**src/hdl/fbpa_pkg.sv**
```systemverilog
// Shared types, codes and constants of the fixed block pool allocator.
package fbpa_pkg;

	localparam int DEF_MAX_BLOCKS   = 256;
	localparam int DEF_ADDRESS_BITS = 32;

	localparam int SIZE_W     = 16;
	localparam int COUNT_W    = 9;
	localparam int ADDR_W     = 32;
	localparam int STATUS_W   = 3;
	localparam int APB_ADDR_W = 4;
	localparam int APB_DATA_W = 32;

	localparam logic [SIZE_W-1:0]  RST_BLOCK_SIZE  = 16'd16;
	localparam logic [COUNT_W-1:0] RST_BLOCK_COUNT = 9'd256;
	localparam logic [ADDR_W-1:0]  RST_POOL_BASE   = 32'd4096;

	typedef enum logic [STATUS_W-1:0] {
		ST_ALLOCATED = 3'd0,
		ST_MISMATCH  = 3'd1,
		ST_EXHAUSTED = 3'd2,
		ST_FREED     = 3'd3,
		ST_OUTSIDE   = 3'd4,
		ST_NULL      = 3'd5,
		ST_FULL      = 3'd6
	} status_t;

	typedef enum logic [1:0] {
		REG_BLOCK_SIZE  = 2'd0,
		REG_BLOCK_COUNT = 2'd1,
		REG_POOL_BASE   = 2'd2
	} reg_idx_t;

	typedef enum logic [1:0] {
		S_IDLE = 2'd0,
		S_READ = 2'd1,
		S_WAIT = 2'd2,
		S_EXEC = 2'd3
	} state_t;

	typedef struct packed {
		logic load;
		logic read;
		logic exec;
	} cmd_t;

	typedef struct packed {
		logic [SIZE_W-1:0]  block_size;
		logic [COUNT_W-1:0] block_count;
		logic [ADDR_W-1:0]  pool_base;
		logic               base_wr;
		logic [ADDR_W-1:0]  base_new;
	} cfg_t;

endpackage

```
**src/hdl/fbpa_ctrl.sv**
```systemverilog
// Controller state machine sequencing one request through the datapath.
module fbpa_ctrl (
	input  logic           clk,
	input  logic           arst_n,
	input  logic           in_valid,
	output logic           in_ready,
	input  logic           out_ready,
	output logic           out_valid,
	output fbpa_pkg::cmd_t cmd
);

	fbpa_pkg::state_t state_q;
	fbpa_pkg::state_t state_d;
	logic             out_valid_q;

	assign out_valid = out_valid_q;

	always_ff @(posedge clk or negedge arst_n) begin
		if (!arst_n) begin
			state_q <= fbpa_pkg::S_IDLE;
		end else begin
			state_q <= state_d;
		end
	end

	always_comb begin
		state_d  = state_q;
		in_ready = 1'b0;
		cmd      = '0;
		case (state_q)
			fbpa_pkg::S_IDLE: begin
				in_ready = 1'b1;
				if (in_valid) begin
					cmd.load = 1'b1;
					state_d  = fbpa_pkg::S_READ;
				end
			end
			fbpa_pkg::S_READ: begin
				cmd.read = 1'b1;
				state_d  = fbpa_pkg::S_WAIT;
			end
			fbpa_pkg::S_WAIT: begin
				state_d = fbpa_pkg::S_EXEC;
			end
			fbpa_pkg::S_EXEC: begin
				if (!out_valid_q || out_ready) begin
					cmd.exec = 1'b1;
					state_d  = fbpa_pkg::S_IDLE;
				end
			end
			default: begin
				state_d = fbpa_pkg::S_IDLE;
			end
		endcase
	end

	always_ff @(posedge clk or negedge arst_n) begin
		if (!arst_n) begin
			out_valid_q <= 1'b0;
		end else if (cmd.exec) begin
			out_valid_q <= 1'b1;
		end else if (out_ready) begin
			out_valid_q <= 1'b0;
		end
	end

endmodule

```
**config.mk**
```make
export PLATFORM = sky130hd
export DESIGN_NAME = fbpa_ctrl
export DESIGN_NICKNAME = d
export VERILOG_FILES = /design/src/hdl/fbpa_pkg.sv /design/src/hdl/fbpa_ctrl.sv
export SDC_FILE = /design/constraint.sdc
export NUM_CORES = 1
export LEC_CHECK = 0
export ABC_CLOCK_PERIOD_IN_PS = 3030
export BUFFER_PORTS_ARGS = -buffer_cell sky130_fd_sc_hd__buf_2
export CORE_AREA = 2 2 39 41
export CTS_CLUSTER_DIAMETER = 150
export CTS_CLUSTER_SIZE = 10
export DETAILED_ROUTE_END_ITERATION = 12
export DIE_AREA = 0 0 41 43
export GPL_ROUTABILITY_DRIVEN = 1
export PLACE_DENSITY_LB_ADDON = 0.25
export RECOVER_POWER = 50
export SYNTH_ARGS = -nofsm -noshare
export SYNTH_HDL_FRONTEND = slang
export SYNTH_SLANG_ARGS = --single-unit
```
**constraint.sdc**
```tcl
create_clock -name clk -period 3.03 [get_ports clk]
set_input_delay 0.1515 -clock clk [delete_from_list [all_inputs] [get_ports clk]]
set_output_delay 0.1515 -clock clk [all_outputs]
set_load 0.05 [all_outputs]
```
Yosys cells after proc, flatten, opt, wreduce, memory -nomap -nowiden
Cells that the tools add are included.
{ "op_classes": {"n_reduce_logical": 5, "n_eq_ne": 5, "n_mux": 11} }
{ "ops": {"columns": ["cell", "count"], "rows": [
  ["$mux 1", 8],
  ["$pmux 2 s4", 1],
  ["$eq 2x2->1 const B", 2],
  ["$mux 2", 2],
  ["$ne 2x2->1 const B", 2],
  ["$eq 2x1->1 const B", 1],
  ["$logic_not 2->1", 1],
  ["$reduce_and 2->1", 1],
  ["$reduce_bool 2->1", 1],
  ["$logic_not 1->1", 1],
  ["$logic_or 1x1->1", 1]
]} }
{ "word_totals": {"output_inout_bits": 5, "word_cells": 23, "in_bits": 4, "register_bits": 3} }

Longest topological paths before layout
{ "logic_depth": {"depth_word": 5, "depth_mapped": 4, "mapped_depth_nobuf": 4} }

Worst setup path after synthesis
Ideal clock, no wire load.
{ "synth_timing": {"path_kind": "reg2out", "startpoint": "register state_q[0]", "endpoint": "output cmd[2] (netlist name)", "t_arrival_ps": 1495, "path_stages_with_launch": 4, "path_buffers": 0, "t_required_ps": 2878, "slack_ps": 1383, "cell_sequence": "dfrtp_1 inv_1 ha_1 and2_1"} }
{ "synth_lines": {"columns": ["item", "line", "rtl"], "rows": [
  ["start: declaration", "fbpa_ctrl.sv:12", "fbpa_pkg::state_t state_q;"],
  ["start signal: assignment", "fbpa_ctrl.sv:20", "state_q <= fbpa_pkg::S_IDLE;"],
  ["start signal: assignment", "fbpa_ctrl.sv:22", "state_q <= state_d;"],
  ["end: declaration", "fbpa_ctrl.sv:9", "output fbpa_pkg::cmd_t cmd"]
]} }

==> impl_metrics.json <==
{
  "path_class": "register to output pin",
  "holdPathStages": 3,
  "r2r-start": "state_q[0]",
  "synth_top_area_share_pct": 36.59,
  "setup_violations": 0,
  "start_util_pct": 14.83,
  "fin_crit_ps": 1503,
  "nets": 40,
  "timing.rr.end": "state_q[1]",
  "synth-edff-count": 0,
  "tns_ps": 0,
  "cts.sinks": 3,
  "grt_antenna_before_repair": 0,
  "grt_pass1_wl_um": 696,
  "hold_viol_final": 0,
  "synthTopCellsByCount": "ha_1 (4), dfrtp_1 (3), inv_1 (3)",
  "relSlewSlack_pct": 60.20,
  "dieArea_um2": 1763,
  "dp.final_hpwl_um": 338.2,
  "tightest_slew_ps": 599.5,
  "rsz0062_at_grt": "no",
  "num_rows": 14,
  "drtPass1Iterations": 3,
  "diodes": 0,
  "dieHeight_um": 43,
  "timing.reg2reg.setup_slack_ps": 1610,
  "vias_per_cell": 3.702,
  "ys.flop_type": "dfrtp_1",
  "critPathMaxFanout": 4,
  "wl_per_cell_um": 8.851,
  "vias": 174,
  "drt-total-wl_um": 416,
  "boundaryPins": 9,
  "cts_made_buffers": 3,
  "gr-total-overflow": 0,
  "antenna_left": 0,
  "cp_data_arrival_time_ps": 1350,
  "max_freq_ghz": 0.6655,
  "synth_cell_types": 9,
  "synth.most_common_cell": "ha_1",
  "grt_pass1_vias": 183,
  "yosysTopAreaCell": "dfrtp_1",
  "period_share_pct": 49.59,
  "drt_iter0_drc": 2,
  "reg2reg_depth": 4,
  "gp_congestion": 0.6120,
  "required_ps": 2880,
  "grt_max_degree": 5,
  "drcViolationCount": 0,
  "syn-cell-area_um2": 205.2,
  "hp-class": "primary input to register",
  "synthCells": 18,
  "portBuffers": 8,
  "clk_latency_ps": 230,
  "skew_ps": 0.8512,
  "synth-seq-cells": 3,
  "hp-start": "out_ready",
  "dieWidth_um": 41,
  "hold_end": "out_valid",
  "htree_levels": 1,
  "yosys_warnings": 0,
  "max_cap_viol_count": 0,
  "cts_tree": "done",
  "clockBufferDepth": 2,
  "area_delta_synth_final_pct": 45.73,
  "drive_gt1_share_pct": 38.71,
  "drv_slew": 0,
  "cts-root-buf": "clkbuf_4",
  "coreArea_um2": 1384,
  "synthArstFlopShare_pct": 100.0,
  "synth_area_leaders": "dfrtp_1 (37%), ha_1 (24%), mux2_4 (7.3%), and2_1 (6.1%), nand2b_1 (6.1%)",
  "grt_usage_pct": 6.740,
  "post_cts_resized": 0,
  "status": "finished clean",
  "synth_seq_area_share_pct": 36.59,
  "cp-startpoint": "state_q[0]",
  "critPathCaptureType": "output pin",
  "cts.clk_slew.worst_paths_ps": 40,
  "crit_path_start_kind": "register",
  "syn_nets": 26,
  "syn_avg_cell_area_um2": 11.40
}
area by class of cell:
type | count | area, um2
tap | 16 | 20.02
multi-input combinational | 12 | 118.9
timing repair buffer | 9 | 47.55
fill | 156 | 1085
sequential | 3 | 75.07
clock buffer | 4 | 26.28
inverter | 3 | 11.26
stage by stage:
| step | hold WS (ps) | util, % | cell area [um2] | setup slack (ps) | std cells |
|---|---|---|---|---|---|
| floorplan | -144.1 | - | 205.2 | 1383 | 18 |
| global placement | -53.29 | 19.17 | 265.3 | 1642 | 42 |
| detailed placement | -49.75 | 19.17 | 265.3 | 1604 | 42 |
| CTS | 216.8 | 21.79 | 301.5 | 1509 | 47 |
| global route | 234.7 | 21.61 | 299.0 | 1408 | 47 |
| finish | 215.5 | 21.61 | 299.0 | 1527 | 47 |
worst max-delay path: stages (launching register included):
cell     delay, ps
dfrtp_1        400
inv_1           90
ha_1           230
and2_1         140
buf_2          250
registers in the layout, indices dropped and copies added, names as in the netlist:
name and flops:
out_valid 1, state_q 2
cells by family after synthesis:
kind of cell	after synthesis	synth area share (%)
AOI/OAI and AO/OA	2	9.756
adders and majority gates	4	24.39
buffers and inverters	3	5.487
DFF	3	36.58
muxes	1	7.315
and+or+nand+nor	5	16.46
cells in the final DEF, fill, tap and decap left out:
master and n:
buf_2 6, ha_1 4, inv_1 3, clkbuf_4 3
clkbuf_1 3, dfrtp_1 3, nand2b_1 2, and2_1 2
and3b_1 1, a21oi_2 1, o32a_2 1, mux2_4 1
dlygate4sd3_1 1
layer usage:
metal / share of wire, % / global-route usage (%) / up-vias
met3: 14 / 6.283 / 2
met5: 0 / 0 / -
li1: - / - / 87
met2: 39 / 7.187 / 9
met1: 46 / 7.443 / 76
met4: 0.96 / 6.000 / 0
worst max path at each step:
stage / to / slack, ps
floorplan: cmd[2] / 1380
global placement: state_q[1] / 1640
detailed placement: state_q[1] / 1600
CTS: cmd[2] / 1510
global route: cmd[2] / 1410
finish: cmd[2] / 1530
timing repair:
item,CTS,global route
buffers inserted,0,0
hold endpoints to repair,3,0
hold buffers,1,0
Power is not shown: default switching activity piles up to over one toggle a cycle in this logic, so the estimate is an artifact.
