<file path="config.mk">
export PLATFORM = sky130hd
export DESIGN_NAME = fbpa_cfg
export DESIGN_NICKNAME = d
export VERILOG_FILES = /design/src/hdl/fbpa_pkg.sv /design/src/hdl/fbpa_cfg.sv
export SDC_FILE = /design/constraint.sdc
export NUM_CORES = 1
export LEC_CHECK = 0
export ABC_AREA = 1
export BUFFER_PORTS_ARGS = -buffer_cell sky130_fd_sc_hd__clkbuf_2
export CAP_MARGIN = 20
export CORE_MARGIN = 3
export CORE_UTILIZATION = 45
export CTS_CLUSTER_SIZE = 20
export DETAILED_ROUTE_END_ITERATION = 8
export GPL_ROUTABILITY_DRIVEN = 0
export PLACE_DENSITY = 0.9
export RECOVER_POWER = 25
export SYNTH_ARGS = -nofsm -noshare
export SYNTH_HDL_FRONTEND = slang
export SYNTH_SLANG_ARGS = --single-unit
export TNS_END_PERCENT = 20
</file>
<file path="constraint.sdc">
create_clock -name clk -period 1.8 [get_ports clk]
set_clock_uncertainty 0.05 [all_clocks]
set_input_delay 0.18 -clock clk [delete_from_list [all_inputs] [get_ports clk]]
set_output_delay 0.18 -clock clk [all_outputs]
set_load 0.01 [all_outputs]
</file>
<file path="src/hdl/fbpa_pkg.sv">
// Shared types, codes and constants of the fixed block pool allocator.
package fbpa_pkg;

	localparam int DEF_MAX_BLOCKS   = 256;
	localparam int DEF_ADDRESS_BITS = 32;

	localparam int SIZE_W     = 16;
	localparam int COUNT_W    = 9;
	localparam int ADDR_W     = 32;
	localparam int STATUS_W   = 3;
	localparam int APB_ADDR_W = 4;
	localparam int APB_DATA_W = 32;

	localparam logic [SIZE_W-1:0]  RST_BLOCK_SIZE  = 16'd16;
	localparam logic [COUNT_W-1:0] RST_BLOCK_COUNT = 9'd256;
	localparam logic [ADDR_W-1:0]  RST_POOL_BASE   = 32'd4096;

	typedef enum logic [STATUS_W-1:0] {
		ST_ALLOCATED = 3'd0,
		ST_MISMATCH  = 3'd1,
		ST_EXHAUSTED = 3'd2,
		ST_FREED     = 3'd3,
		ST_OUTSIDE   = 3'd4,
		ST_NULL      = 3'd5,
		ST_FULL      = 3'd6
	} status_t;

	typedef enum logic [1:0] {
		REG_BLOCK_SIZE  = 2'd0,
		REG_BLOCK_COUNT = 2'd1,
		REG_POOL_BASE   = 2'd2
	} reg_idx_t;

	typedef enum logic [1:0] {
		S_IDLE = 2'd0,
		S_READ = 2'd1,
		S_WAIT = 2'd2,
		S_EXEC = 2'd3
	} state_t;

	typedef struct packed {
		logic load;
		logic read;
		logic exec;
	} cmd_t;

	typedef struct packed {
		logic [SIZE_W-1:0]  block_size;
		logic [COUNT_W-1:0] block_count;
		logic [ADDR_W-1:0]  pool_base;
		logic               base_wr;
		logic [ADDR_W-1:0]  base_new;
	} cfg_t;

endpackage

</file>
<file path="src/hdl/fbpa_cfg.sv">
// APB register file holding block size, block count and pool base.
module fbpa_cfg (
	input  logic                              clk,
	input  logic                              arst_n,
	input  logic                              psel,
	input  logic                              penable,
	input  logic                              pwrite,
	input  logic [fbpa_pkg::APB_ADDR_W-1:0]   paddr,
	input  logic [fbpa_pkg::APB_DATA_W-1:0]   pwdata,
	output logic [fbpa_pkg::APB_DATA_W-1:0]   prdata,
	output logic                              pready,
	output fbpa_pkg::cfg_t                    cfg
);

	logic [fbpa_pkg::SIZE_W-1:0]  block_size_q;
	logic [fbpa_pkg::COUNT_W-1:0] block_count_q;
	logic [fbpa_pkg::ADDR_W-1:0]  pool_base_q;
	fbpa_pkg::reg_idx_t           idx;
	logic                         wr;

	assign pready = 1'b1;
	assign idx    = fbpa_pkg::reg_idx_t'(paddr[3:2]);
	assign wr     = psel && penable && pwrite && pready;

	always_ff @(posedge clk or negedge arst_n) begin
		if (!arst_n) begin
			block_size_q  <= fbpa_pkg::RST_BLOCK_SIZE;
			block_count_q <= fbpa_pkg::RST_BLOCK_COUNT;
			pool_base_q   <= fbpa_pkg::RST_POOL_BASE;
		end else if (wr) begin
			case (idx)
				fbpa_pkg::REG_BLOCK_SIZE:  block_size_q  <= pwdata[fbpa_pkg::SIZE_W-1:0];
				fbpa_pkg::REG_BLOCK_COUNT: block_count_q <= pwdata[fbpa_pkg::COUNT_W-1:0];
				fbpa_pkg::REG_POOL_BASE:   pool_base_q   <= pwdata[fbpa_pkg::ADDR_W-1:0];
				default: ;
			endcase
		end
	end

	always_comb begin
		case (idx)
			fbpa_pkg::REG_BLOCK_SIZE:  prdata = fbpa_pkg::APB_DATA_W'(block_size_q);
			fbpa_pkg::REG_BLOCK_COUNT: prdata = fbpa_pkg::APB_DATA_W'(block_count_q);
			fbpa_pkg::REG_POOL_BASE:   prdata = fbpa_pkg::APB_DATA_W'(pool_base_q);
			default:                   prdata = '0;
		endcase
	end

	always_comb begin
		cfg.block_size  = block_size_q;
		cfg.block_count = block_count_q;
		cfg.pool_base   = pool_base_q;
		cfg.base_wr     = wr && (idx == fbpa_pkg::REG_POOL_BASE);
		cfg.base_new    = pwdata[fbpa_pkg::ADDR_W-1:0];
	end

endmodule

</file>
Word level (Yosys, flattened, before mapping)
Cells that the tools add are included.
{ "op_classes": {"eq_ne": 2, "n_mux": 1, "reduce_logical": 7} }
{ "ops": {"columns": ["cell", "n"], "rows": [
  ["32-bit one-hot mux with 3 select lines", 1],
  ["2-bit AND reduction", 3],
  ["1-bit logical AND", 3],
  ["2-bit by 1-bit == test with 1-bit output, second input constant", 1],
  ["2-bit == test, second input constant", 1],
  ["2-bit logical NOT", 1]
]} }
{ "totals": {"ff_bits": 57, "inputBits": 41, "out_inout_bits": 123, "word_cells": 13} }

Longest topological paths before layout
Gate-level depths: netlist (run 1).
{ "depth": {"word_depth": 3, "ltp_mapped": 7, "ltp_nobuf": 6} }

Worst setup path before layout (run 1)
OpenSTA, ideal clock, no wires.
{ "synth_timing": {"path_kind": "input to output", "start": "input port paddr[2] (netlist name)", "end": "output port prdata[1] (netlist name)", "arrival_ns": 0.794, "required_ns": 1.570, "setup_slack_ns": 0.776, "cell_stages": 4, "n_path_buf": 1, "cell_sequence": "nor2_2 > buf_2 > nand2_1 > nand3_1"} }
{ "synth_via": {"elab_chain_cells": 2, "word_cells_on_any_way": 4, "classes_between": "2 x eq/ne; 1 x mux; 1 x reduce/logical"} }
{ "synth_lines": {"columns": ["element", "line", "source"], "rows": [
  ["start, declared", "fbpa_cfg.sv:8", "input logic [fbpa_pkg::APB_ADDR_W-1:0] paddr,"],
  ["2-bit == test (tied with other cells)", "fbpa_cfg.sv:41", "case (idx)"],
  ["32-bit one-hot mux with 3 select lines (*)", "fbpa_cfg.sv:41", null],
  ["end, declared", "fbpa_cfg.sv:10", "output logic [fbpa_pkg::APB_DATA_W-1:0] prdata,"]
]} }
Every way passes the cells marked *; elsewhere a longest branch is shown, timed or not.

Final worst setup path (run 1)
{ "layout_timing": {"start": "input port paddr[3] (netlist name)", "end": "register block_size_q[5] (netlist name)"} }
{ "layout_via": {"elab_chain_cells": 2} }
{ "layout_lines": {"columns": ["element", "line", "source"], "rows": [
  ["2-bit logical NOT", "fbpa_cfg.sv:31", "case (idx)"],
  ["2-bit AND reduction (no source line)", null, null],
  ["end signal, assigned", "fbpa_cfg.sv:27", "block_size_q <= fbpa_pkg::RST_BLOCK_SIZE;"],
  ["end signal, assigned", "fbpa_cfg.sv:32", "fbpa_pkg::REG_BLOCK_SIZE: block_size_q <= pwdata[fbpa_pkg::SIZE_W-1:0];"],
  ["end, declared", "fbpa_cfg.sv:15", "logic [fbpa_pkg::SIZE_W-1:0] block_size_q;"]
]} }
No other way between the ends.
A chain may end at the register's enable or synchronous reset.

==> reports/qor.csv, run 1 <==
metric;value;unit
fin_tns_setup;0;ns
num_rows;28;
end_kind;flop;
port_buffers;160;
route.detailed.drc;0;
drive_gt1_share;33.5;%
grt_pass1_vias;2606;
cts-htree-levels;3;
outcome;completed;
cts_tree;yes;
syn-cell-area;0.00293;mm2
multiInputGateArea;0.00105;mm2
wire_per_inst;13.5;um
layout_commonest_cell;nand2_1;
place_hpwl;5790;um
timing.fmax;697;MHz
cts_buffer_depth;2;
cp_max_fo;17;
cp.required;1.97;ns
antenna_found_initial;0;
postCtsSetupBuffers;0;
finalSetupViolCount;0;
viasPerCell;4.63;
grt-ovfl-total;0;
ir_drop;737;uV
fin_crit_sh;79.6;%
hold_violations;0;
start_kind;input pin;
hp-class;in -> reg;
finalNetCount;559;
ys.warnings.count;0;
path_class;in -> reg;
vias;2771;
rsz0062_at_grt;no;
slew_viol_final;0;
regArea;0.00143;mm2
maxCapViolCount;0;
pin_count;164;
fp.dieH;86.6;um
wl;8090;um
start_util;48.0;%
max_slew_margin;55.2;%
ys_ff_latch;57;
clk_latency;0.33;ns
seq_area_frac_synth;48.9;%
fill_cells;555;
dieArea;0.00751;mm2
grtUsageTotal;22.4;%
dp_slack;0.355;ns
n_antenna_cell;0;
cts_buffers;9;
critPathArrivalTime;1.60;ns
worst_slack;0.366;ns
grt_pass1_wl;12800;um
die_w;86.6;um
syn2layout_area_growth;27.0;%
layout_common_cells;nand2_1, clkbuf_2, dfrtp_1;
avgSynthCellArea;7.70;um2
leakage;2.24;nW
grt_max_degree;33;
synth_cell_types;19;
postRouteAntennaNets;0;
powerDensity;1070;mW/mm2
synth_cells;380;
path_clk_slew;0.08;ns
tightest_slew;0.671;ns
period_needed;1.43;ns
fin_worst_hold_slack;0.0152;ns
cts_sinks;57;
core;0.00610;mm2
dr.pass1.iters;4;
drtIter0Drc;111;
cts-root-buf;clkbuf_8;
syn_nets;421;
## final timing paths
check	end	slack (ns)	cells past startpoint	start
max in group asynchronous	block_count_q[8]$_DFFE_PN1P_	0.71	3	arst_n
max reg2reg	block_size_q[4]$_DFFE_PN1P_	1.02	2	block_size_q[4]$_DFFE_PN1P_
min reg2reg	block_size_q[4]$_DFFE_PN1P_	0.42	2	block_size_q[4]$_DFFE_PN1P_
max	block_size_q[5]$_DFFE_PN0P_	0.37	6	paddr[3]
min in group asynchronous	block_size_q[15]$_DFFE_PN0P_	0.29	2	arst_n
min	pool_base_q[20]$_DFFE_PN0P_	0.02	3	pwdata[20]
## power breakdown
group / total [mW] / internal [mW] / leakage (nW) / switching (mW)
Clock: 1.17 / 0.635 / 0.0912 / 0.535
Sequential: 1.77 / 1.55 / 0.717 / 0.216
Combinational: 1.04 / 0.418 / 1.43 / 0.623
Total: 3.98 / 2.61 / 2.24 / 1.37
## repair_timing
action	4_1_cts	5_1_grt
hold endpoints to repair	22	0
hold buffers	6	0
resized for setup	0	0
## sequential cells by signal, summed over array words and instances (netlist names)
name and flops:
block_count_q 9, block_size_q 16, pool_base_q 32
## through the flow
stage / utilization [%] / cell area (um2) / power [mW] / instances
detailed placement: 57.5 / 3500 / 2.84 / 576
global placement: 57.5 / 3500 / 2.80 / 576
floorplan: - / 2930 / 2.33 / 380
global route: 61.0 / 3720 / 4.24 / 598
CTS: 61.7 / 3760 / 4.04 / 598
finish: 61.0 / 3720 / 3.98 / 598
## logic make-up after synthesis
group / count (synthesis) / share of synthesized area, %
other: 1 / 0.128
AND/OR/NAND/NOR: 257 / 36.1
buffers and inverters: 65 / 14.9
flip-flops: 57 / 48.9
## cell type report
class	count	share of cell area [%]
inverters	21	2.19
clock buffers	9	3.33
well taps	75	2.53
flip-flops and latches	57	38.5
repair buffers	171	23.2
multi-input cells	258	28.4
clock inverters	7	1.92
## worst max-delay path: stages
cell	delay, ns
clkbuf_1	0.14
nor2_2	0.09
clkbuf_2	0.36
nand2_1	0.52
nand2_1	0.23
nand2_1	0.08
## synthesized netlist by cell type
cell	instances	area share, %
nand3_2	1	0.34
inv_4	1	0.21
buf_4	35	9.0
inv_2	3	0.38
buf_8	1	0.51
buf_6	6	2.3
conb_1	1	0.13
nand2_1	213	27
nor2_4	1	0.38
dfstp_2	3	2.7
nand3_1	9	1.5
nand2_4	2	0.77
nor2_1	16	2.1
buf_2	2	0.34
inv_1	17	2.2
dfrtp_1	54	46
nand2_2	11	2.4
nor2_8	1	0.68
nor2_2	3	0.64
## per-layer routing
metal / up-vias / part of all wire [%] / GRT usage, %
met5: - / 0 / 0
li1: 1381 / - / -
met1: 1246 / 38 / 25.5
met3: 7 / 9.7 / 8.37
met2: 137 / 51 / 39.4
met4: 0 / 1.2 / 5.81
Note: power is estimated with default switching activity, not from simulation.
==> run 2: changes to the inputs <==
- CORE_UTILIZATION: 45 -> 40
- PLACE_DENSITY: 0.9 -> 0.85
- clock period: 1.8 -> 1.2 ns (I/O delays scaled with it)
==> reports/qor.csv, run 2 (synthesized netlist as in run 1, its figures left out) <==
metric;value;unit
outcome;finished with violations;
violations;negative setup slack;
crit_path_cell_trace;nand2_1 > nand3_1 > buf_2;
pin_count;164;
top_register;pool_base_q;
period_needed;1.29;ns
cp.required;1.03;ns
port_buffers;160;
cts-htree-levels;3;
slew_viol_final;0;
n_antenna_cell;0;
dr.pass1.iters;5;
rr_worst_depth;3;
tightest_slew;0.728;ns
largest_reg_flops;32;
worst_slack;-0.0925;ns
multiInputGateArea;0.00107;mm2
place_hpwl;5850;um
vias;2992;
regArea;0.00143;mm2
wl;8710;um
antenna_found_initial;0;
maxCapViolCount;0;
layout_commonest_cell;nand2_1;
r2r_start;block_count_q[8]$_DFFE_PN1P_;
utilization;59.5;%
max_slew_margin;51.5;%
cts_sinks;57;
grtUsageTotal;21.3;%
route.detailed.drc;0;
ir_drop;787;uV
grt_pass1_wl;14200;um
cts_tree;yes;
cts_buffer_depth;2;
leakage;2.49;nW
die_w;91.5;um
grt_max_degree;58;
drive_gt1_share;38.7;%
layout_common_cells;nand2_1, clkbuf_2, dfrtp_1;
viasPerCell;4.60;
fin_crit_sh;108;%
start_util;42.1;%
start_kind;flop;
clk_latency;0.32;ns
path_class;reg -> out;
finalSetupViolCount;6;
finalNetCount;591;
fp.dieH;91.5;um
dieArea;0.00838;mm2
worst-r2r-setup-slack;0.35;ns
cp_max_fo;2;
hp-class;in -> reg;
path_clk_slew;0.06;ns
fill_cells;587;
powerDensity;1470;mW/mm2
cts_buffers;9;
drtIter0Drc;104;
grt-ovfl-total;0;
hold_violations;0;
critical-path-max-stage-delay;0.53;ns
reg.largest.list;pool_base_q (32), block_size_q (16), block_count_q (9);
critPathArrivalTime;1.12;ns
end_kind;output port;
crit_slowest_cell;dfstp_2;
r2r-end;block_count_q[8]$_DFFE_PN1P_;
worstSetupStartpoint;block_count_q[8]$_DFFE_PN1P_;
postRouteAntennaNets;0;
core;0.00694;mm2
num_rows;30;
cts-root-buf;clkbuf_8;
timing.fmax;774;MHz
rsz0062_at_grt;yes;
fin_worst_hold_slack;0.0250;ns
crit_end;prdata[8];
grt_pass1_vias;2955;
wire_per_inst;13.4;um
syn2layout_area_growth;41.3;%
run 2: per-stage QoR:
stage          cells  TNS (ns)  power [mW]  instance area [um2]  setup WS (ns)
2_1_floorplan    380         0        3.49                 2930          0.296
3_3_place_gp     601    -0.155        4.22                 3610       -0.00784
3_5_place_dp     601     -1.19        4.28                 3610        -0.0729
4_1_cts          650    -0.427        6.12                 4130         -0.120
5_1_grt          651    -0.999        6.45                 4140         -0.137
6_report         651    -0.313        6.08                 4140        -0.0925
run 2: worst max-delay path: cells and delay by family, from the launching register on:
family / cells / cell delay [ns]
and+or+nand+nor: 2 / 0.13
buffers and inverters: 1 / 0.14
DFF: 1 / 0.53
run 2: worst min path at each step:
stage                          from                      endpoint  slack [ns]  cells after the start
final                     pwdata[3]  block_count_q[3]$_DFFE_PN0P_        0.02                      3
after global routing      pwdata[3]    pool_base_q[3]$_DFFE_PN0P_        0.04                      3
after CTS                 pwdata[3]  block_count_q[3]$_DFFE_PN0P_       0.009                      3
after detailed placement     arst_n    pool_base_q[0]$_DFFE_PN0P_         0.1                      2
after global placement       arst_n    pool_base_q[0]$_DFFE_PN0P_        0.09                      2
after floorplan              arst_n  block_count_q[0]$_DFFE_PN0P_       -0.23                      0
run 2: area by class of cell:
cell class / instances / area share [%]
clock inverters: 5 / 1.36
well taps: 96 / 2.90
flip-flops and latches: 57 / 34.6
multi-input cells: 258 / 25.8
repair buffers: 203 / 30.2
clock buffers: 11 / 3.18
inverters: 21 / 1.97
run 2: repair_timing:
action | 4_1_cts | 5_1_grt
hold endpoints to repair | 107 | 0
setup buffers | 1 | 1
pin swaps | 6 | 15
resized for setup | 1 | 25
hold buffers | 32 | 0
endpoints found under the setup margin | 7 | 29
run 2: report_power, final:
group | switching (mW) | internal (mW)
Sequential | 0.329 | 2.33
Clock | 0.749 | 0.956
Combinational | 0.979 | 0.734
run 2: metal layers:
layer,routed length [um],share of wire [%],track usage (%)
met2,4280,49,35.6
met4,176,2.0,9.42
met3,871,10,5.63
met5,0,0,0
met1,3390,39,25.5
